$ cat config.mk
export PLATFORM = sky130hd
export DESIGN_NAME = busy_tone_cadence_detector
export DESIGN_NICKNAME = d
export VERILOG_FILES = /design/src/hdl/btcd_pkg.sv /design/src/hdl/btcd_store.sv /design/src/hdl/btcd_update.sv /design/src/hdl/busy_tone_cadence_detector.sv
export SDC_FILE = /design/constraint.sdc
export NUM_CORES = 1
export LEC_CHECK = 0
export BUFFER_PORTS_ARGS = -buffer_cell sky130_fd_sc_hd__buf_2
export CAP_MARGIN = 20
export CORE_UTILIZATION = 40
export CTS_CLUSTER_DIAMETER = 50
export DETAILED_ROUTE_END_ITERATION = 10
export GPL_TIMING_DRIVEN = 1
export HOLD_SLACK_MARGIN = 0.03
export PLACE_DENSITY = 0.56
export SLEW_MARGIN = 5
export SYNTH_ARGS = -nofsm -noshare
export SYNTH_HDL_FRONTEND = slang
export SYNTH_HIERARCHICAL = 1
export SYNTH_SLANG_ARGS = --single-unit
$ cat constraint.sdc
create_clock -name clk -period 6.9 [get_ports clk]
set_clock_uncertainty 0.15 [all_clocks]
set_input_delay 0.69 -clock clk [delete_from_list [all_inputs] [get_ports clk]]
set_output_delay 0.69 -clock clk [all_outputs]
set_load 0.1 [all_outputs]
$ cat src/hdl/btcd_pkg.sv
// ----------------------------------------------------------------------------
// Busy tone cadence detector package
// Widths, register indexes, reset values and shared types.
// ----------------------------------------------------------------------------
package btcd_pkg;

  localparam int LINE_W    = 2;
  localparam int LINES_DEF = 4;
  localparam int RUN_W     = 8;
  localparam int CNT_W     = 7;
  localparam int NIB_W     = 4;
  localparam int CAD_W     = 4;
  localparam int CFG_W     = 7;
  localparam int CFG_IDX_W = 2;
  localparam int TDATA_W   = 8;

  localparam logic [CNT_W-1:0] STALE_LIMIT_RST    = 7'd20;
  localparam logic [NIB_W-1:0] PERIOD_MIN_RST     = 4'd6;
  localparam logic [NIB_W-1:0] PERIOD_MAX_RST     = 4'd12;
  localparam logic [CAD_W-1:0] PERIODS_NEEDED_RST = 4'd8;

  typedef enum logic [CFG_IDX_W-1:0] {
    REG_STALE_LIMIT    = 2'd0,
    REG_PERIOD_MIN     = 2'd1,
    REG_PERIOD_MAX     = 2'd2,
    REG_PERIODS_NEEDED = 2'd3
  } cfg_reg_t;

  typedef struct packed {
    logic [CNT_W-1:0] stale_limit;
    logic [NIB_W-1:0] period_min;
    logic [NIB_W-1:0] period_max;
    logic [CAD_W-1:0] periods_needed;
  } cfg_t;

  // run word: bit 7 last level, bits 6..0 run count
  typedef struct packed {
    logic [RUN_W-1:0] word;
    logic [CAD_W-1:0] cad;
  } line_state_t;

endpackage

$ cat src/hdl/btcd_store.sv
// ----------------------------------------------------------------------------
// Line state store
// Per-line run and cadence memory, registered read, write-back
// forwarding and per-entry valid flags that stand for the cleared state.
// ----------------------------------------------------------------------------
module btcd_store
  import btcd_pkg::*;
#(
  parameter int LINES = LINES_DEF,
  parameter int AW    = 2
) (
  input  logic          clk,
  input  logic          rst,
  input  logic          rd_en,
  input  logic [AW-1:0] rd_addr,
  input  logic          wr_en,
  input  logic [AW-1:0] wr_addr,
  input  line_state_t   wr_state,
  output line_state_t   rd_state
);

  line_state_t      mem [LINES];
  logic [LINES-1:0] vld;
  line_state_t      mem_q;
  logic             vld_q;
  logic [AW-1:0]    rd_addr_q;
  logic             fwd_valid;
  logic [AW-1:0]    fwd_addr;
  line_state_t      fwd_state;

  always_ff @(posedge clk) begin
    if (rd_en) begin
      mem_q     <= mem[rd_addr];
      rd_addr_q <= rd_addr;
    end
    if (wr_en) begin
      mem[wr_addr] <= wr_state;
      fwd_addr     <= wr_addr;
      fwd_state    <= wr_state;
    end
  end

  always_ff @(posedge clk) begin
    if (rst) begin
      vld       <= '0;
      vld_q     <= 1'b0;
      fwd_valid <= 1'b0;
    end else begin
      if (rd_en) begin
        vld_q <= vld[rd_addr];
      end
      if (wr_en) begin
        vld[wr_addr] <= 1'b1;
        fwd_valid    <= 1'b1;
      end
    end
  end

  // take the latest write-back of the same line ahead of the memory word
  always_comb begin
    if (fwd_valid && (fwd_addr == rd_addr_q)) begin
      rd_state = fwd_state;
    end else if (vld_q) begin
      rd_state = mem_q;
    end else begin
      rd_state = '0;
    end
  end

endmodule

$ cat src/hdl/btcd_update.sv
// ----------------------------------------------------------------------------
// Line state update
// Run counting, cadence judgement on level change and busy decision.
// ----------------------------------------------------------------------------
module btcd_update
  import btcd_pkg::*;
(
  input  cfg_t        cfg,
  input  logic        level,
  input  line_state_t cur,
  output line_state_t nxt,
  output logic        busy
);

  logic             last;
  logic [RUN_W-1:0] base;
  logic [NIB_W-1:0] nib;
  logic [RUN_W-1:0] word_n;
  logic [CAD_W-1:0] cad_n;

  always_comb begin
    last   = cur.word[RUN_W-1];
    nib    = cur.word[NIB_W-1:0];
    base   = cur.word;
    word_n = cur.word;
    cad_n  = cur.cad;
    if (level == last) begin
      if (cur.word[CNT_W-1:0] > cfg.stale_limit) begin
        base = {level, {CNT_W{1'b0}}};
      end
      word_n = base + RUN_W'(1);
    end else begin
      if ((nib > cfg.period_min) && (nib < cfg.period_max)) begin
        cad_n = cur.cad + CAD_W'(1);
      end else begin
        cad_n = '0;
      end
      word_n = {level, {CNT_W{1'b0}}};
    end
    busy = (cad_n >= cfg.periods_needed);
    if (busy) begin
      nxt.word = '0;
      nxt.cad  = '0;
    end else begin
      nxt.word = word_n;
      nxt.cad  = cad_n;
    end
  end

endmodule

$ cat src/hdl/busy_tone_cadence_detector.sv
// ----------------------------------------------------------------------------
// Busy tone cadence detector
// A request is registered into stage one, its result into the output
// register with m_tvalid; stage one holds while the output stalls.
// Throughput: one request per cycle unless the output stalls, set by the
// single read-modify-write of line state with forwarding of the last write-back.
// Reset: configuration takes its defaults and every line entry reads as zero
// at once through per-entry valid flags; no clearing pass.
// ----------------------------------------------------------------------------
module busy_tone_cadence_detector
  import btcd_pkg::*;
#(
  parameter int LINES = LINES_DEF
) (
  input  logic                 clk,
  input  logic                 rst,
  input  logic                 cfg_we,
  input  logic [CFG_IDX_W-1:0] cfg_index,
  input  logic [CFG_W-1:0]     cfg_data,
  input  logic                 s_tvalid,
  output logic                 s_tready,
  input  logic [TDATA_W-1:0]   s_tdata,   // [1:0] line, [2] level
  output logic                 m_tvalid,
  input  logic                 m_tready,
  output logic [TDATA_W-1:0]   m_tdata    // [1:0] line_out, [2] busy_detected
);

  localparam int LINE_AW = (LINES > 1) ? $clog2(LINES) : 1;
  localparam int IDX_W   = (LINE_AW > LINE_W) ? LINE_AW : LINE_W;

  cfg_t               cfg;
  logic [LINE_W-1:0]  in_line;
  logic               in_level;
  logic [IDX_W-1:0]   line_ext;
  logic               in_range;
  logic [LINE_AW-1:0] rd_addr;
  logic               s_acc;

  logic               s1_valid;
  logic [LINE_W-1:0]  s1_line;
  logic               s1_level;
  logic               s1_in_range;
  logic [LINE_AW-1:0] s1_addr;
  logic               s1_adv;

  line_state_t        cur_state;
  line_state_t        nxt_state;
  logic               upd_busy;
  logic               wr_en;

  logic [LINE_W-1:0]  m_line;
  logic               m_busy;

  assign in_line  = s_tdata[LINE_W-1:0];
  assign in_level = s_tdata[LINE_W];
  assign line_ext = IDX_W'(in_line);
  assign in_range = (32'(in_line) < 32'(LINES));
  assign rd_addr  = in_range ? line_ext[LINE_AW-1:0] : '0;

  assign s1_adv   = s1_valid && (!m_tvalid || m_tready);
  assign s_tready = !s1_valid || s1_adv;
  assign s_acc    = s_tvalid && s_tready;
  assign wr_en    = s1_adv && s1_in_range;

  always_ff @(posedge clk) begin
    if (rst) begin
      cfg.stale_limit    <= STALE_LIMIT_RST;
      cfg.period_min     <= PERIOD_MIN_RST;
      cfg.period_max     <= PERIOD_MAX_RST;
      cfg.periods_needed <= PERIODS_NEEDED_RST;
    end else if (cfg_we) begin
      case (cfg_reg_t'(cfg_index))
        REG_STALE_LIMIT:    cfg.stale_limit    <= cfg_data[CNT_W-1:0];
        REG_PERIOD_MIN:     cfg.period_min     <= cfg_data[NIB_W-1:0];
        REG_PERIOD_MAX:     cfg.period_max     <= cfg_data[NIB_W-1:0];
        REG_PERIODS_NEEDED: cfg.periods_needed <= cfg_data[CAD_W-1:0];
        default: ;
      endcase
    end
  end

  btcd_store #(
    .LINES (LINES),
    .AW    (LINE_AW)
  ) u_store (
    .clk      (clk),
    .rst      (rst),
    .rd_en    (s_acc),
    .rd_addr  (rd_addr),
    .wr_en    (wr_en),
    .wr_addr  (s1_addr),
    .wr_state (nxt_state),
    .rd_state (cur_state)
  );

  btcd_update u_update (
    .cfg   (cfg),
    .level (s1_level),
    .cur   (cur_state),
    .nxt   (nxt_state),
    .busy  (upd_busy)
  );

  always_ff @(posedge clk) begin
    if (s_acc) begin
      s1_line     <= in_line;
      s1_level    <= in_level;
      s1_in_range <= in_range;
      s1_addr     <= rd_addr;
    end
    if (s1_adv) begin
      m_line <= s1_line;
      m_busy <= s1_in_range && upd_busy;
    end
  end

  always_ff @(posedge clk) begin
    if (rst) begin
      s1_valid <= 1'b0;
      m_tvalid <= 1'b0;
    end else begin
      if (s_acc) begin
        s1_valid <= 1'b1;
      end else if (s1_adv) begin
        s1_valid <= 1'b0;
      end
      if (s1_adv) begin
        m_tvalid <= 1'b1;
      end else if (m_tready) begin
        m_tvalid <= 1'b0;
      end
    end
  end

  assign m_tdata = {{(TDATA_W - LINE_W - 1){1'b0}}, m_busy, m_line};

  a_ready_only_on_stall: assert property (@(posedge clk) disable iff (rst)
    !s_tready |-> (s1_valid && m_tvalid && !m_tready))
    else $error("input held back without an output stall");

  a_write_on_advance: assert property (@(posedge clk) disable iff (rst)
    wr_en |-> (s1_valid && s1_in_range))
    else $error("state write-back without a request in stage one");

  a_busy_clears_line: assert property (@(posedge clk) disable iff (rst)
    (wr_en && upd_busy) |-> ((nxt_state.word == '0) && (nxt_state.cad == '0)))
    else $error("busy decision did not clear the line state");

  a_output_drains: assert property (@(posedge clk) disable iff (rst)
    (m_tvalid && m_tready && !s1_adv) |=> !m_tvalid)
    else $error("result repeated after it was taken");

endmodule
==> metrics.yaml <==
min_path:
  min_to: "m_tvalid"
  min_from: "s1_valid"
  holdPathStages: 2
  worstHoldPathType: "reg -> reg"
finish:
  n_fill_cell: 1091
  final_cell_mix: "82 x edfxtp_1, 36 x nor2_1, 33 x mux2i_1, 33 x inv_1, 27 x dfxtp_1"
  n_antenna_cell: 0
  area_growth_pct: 10.5
  regArea_sq_mm: 0.00300
  final_common_cell: "edfxtp_1"
  fin_nets: 428
  multiInputGateArea_sq_mm: 0.00170
  fin_util_pct: 45.3
  drive_above_1_share_pct: 14.1
synth:
  yosysTopAreaCell: "edfxtp_1"
  synthFlopType: "edfxtp_1"
  synth_warnings: 6
  synth_top_area_share_pct: 50.3
  yosysSeqAreaShare_pct: 61.3
  yosys-top-cells-area: "edfxtp_1 50%, dfxtp_1 11%, mux2i_1 6.7%"
  synth_area_sq_mm: 0.00490
  syn-mean-instance-area_sq_um: 13.5
  synth_edf_count: 82
  ys_types: 42
  async_flop_share_pct: 0
  netlist_instances: 362
  ys_seq_elements: 109
sta:
  hold_viol: 0
  slew_headroom_pct: 27.1
  min_period_over_period_pct: 72.5
  period_needed_ns: 5.00
  setup_tns_ns: 0
  fmax_mhz: 200
  rsz0062_at_grt: "no"
  finalSetupViolCount: 0
  tightest_slew_ns: 1.09
  slew_viol_final: 0
  holdWs_ns: 0.311
floorplanning:
  die_x_microns: 113
  core_sq_mm: 0.0120
  dieArea_sq_mm: 0.0127
  row_count: 40
  die-height_microns: 113
  start_util_pct: 41.0
  pin_count: 32
place:
  io_buffers: 21
  place_congestion: 0.746
  post-dp-hpwl_microns: 6010
critical_path:
  critical_path_class: "reg -> reg"
  startpoint: "u_store/rd_addr_q[0]"
  r2r_start: "u_store/rd_addr_q[0]"
  reg2regPathDepth: 14
  rrSetupSlack_ns: 1.90
  required_ns: 6.88
  worstPathMaxFanout: 12
  arrival_ns: 4.98
  critPathCaptureType: "flip-flop"
  start_kind: "flip-flop"
  r2r_end: "u_store/fwd_state[10]"
grt:
  grt_pass1_vias: 2922
  grt_pass1_wl_microns: 15300
  grt_max_degree: 38
  overflow: 0
  track_usage_pct: 16.4
  antenna_found_initial: 0
clock_network:
  clk_latency_ns: 0.34
  clock-root-buffer: "clkbuf_16"
  clock-sinks: 109
  cts_buffers: 9
  cts_tree: "done"
  cts_resized: 0
  post_cts_buffers: 0
  cts_max_level: 3
  cts.path.max_buffers: 2
  holdBufCountCts: 0
  clkTransAtPathRegs_ns: 0.07
detailed_routing:
  wl_microns: 9150
  drtIter0Drc: 142
  viasPerCell: 5.07
  num_vias: 2729
  ant_nets: 0
  avgRoutedWirePerCell_microns: 17.0
  drc: 0
  drtPass1Iterations: 4
power:
  p_leak_nw: 2.16
  vdd_drop_max_mv: 0.224
  powerDensity_mw_per_mm2: 249
  total_power_mw: 1.35
run:
  cap_violations: 0
run_status:
  status: "finished clean"
[sequential cells by signal, indices dropped and copies added (netlist names)]
name	cells
u_store/mem_q	12
cfg	19
u_store/vld_q	1
u_store/fwd_addr	2
s1_addr	2
s1_level	1
u_store/mem	48
u_store/fwd_state	12
m_tvalid	1
u_store/fwd_valid	1
m_line	2
m_busy	1
u_store/vld	4
u_store/rd_addr_q	2
s1_valid	1
[power by group]
part	internal [mW]	switching [mW]	leakage [nW]	total (mW)
clock	0.281	0.221	0.141	0.502
sequential	0.729	0.00877	0.995	0.738
combinational	0.0361	0.0733	1.02	0.109
[worst max-delay path by stage]
stage                                  to  slack (ns)
floorplan            u_store/fwd_state[7]        3.10
global placement       u_store/mem[2][10]        1.92
detailed placement     u_store/mem[0][10]        1.81
CTS                    u_store/mem[0][10]        1.78
global route        u_store/fwd_state[10]        1.39
finish              u_store/fwd_state[10]        1.90
[stage by stage]
step	std cells	worst slack, ns	instance area [sq um]
floorplan	366	3.10	4910
global placement	522	1.92	5130
detailed placement	522	1.81	5130
CTS	538	1.78	5410
global route	538	1.39	5410
finish	538	1.90	5410
[cell usage after synthesis (3+ instances only)]
cell type,count
edfxtp_1,82
and3b_1,3
o21ai_0,3
buf_4,9
xnor2_1,5
mux4_2,11
ha_1,20
xor2_1,6
nor3_1,4
nand3b_1,4
a21oi_1,8
nand2b_1,21
and3_1,3
inv_1,33
dfxtp_1,27
nand2_1,16
nand3_1,7
nor2_1,36
mux2i_1,33
[per-layer routing]
layer / up-vias / routed length, microns / track usage, %
met5: - / 0 / 0
met1: 1363 / 4220 / 21.0
li1: 1324 / - / -
met2: 33 / 4510 / 27.0
met4: 0 / 112 / 5.51
met3: 9 / 299 / 4.43
[cell families (layout without fill, tap and decap cells)]
logic type | Yosys count | after routing | synth area share, %
xor+xnor | 11 | 11 | 1.97
compound gates | 21 | 21 | 2.86
fa+ha+maj | 20 | 20 | 5.11
simple gates | 107 | 107 | 11.3
other cells | 1 | 5 | 0.0765
mux | 46 | 46 | 12.9
flops | 109 | 109 | 61.3
buf+inv | 47 | 72 | 4.49
[cell type report]
cell class,instances,area share [%]
tap,147,3.40
timing repair buffer,23,2.22
sequential,109,55.5
inverter,33,2.29
clock inverter,4,0.902
clock buffer,12,4.37
multi-input combinational,210,31.3
[worst max-delay path: stages, from the launching register on]
cell	delay [ns]
edfxtp_1	0.38
xnor2_1	0.17
nand3_1	0.66
mux2i_1	0.87
ha_1	0.40
a41oi_1	0.22
nor2_1	0.06
a31oi_1	0.21
o21ai_2	0.15
nand2b_1	0.18
ha_1	0.27
o21ai_0	0.21
a21oi_2	0.16
or3_4	0.41
nor2_1	0.29
No activity file was read; power rests on OpenSTA's default activity.
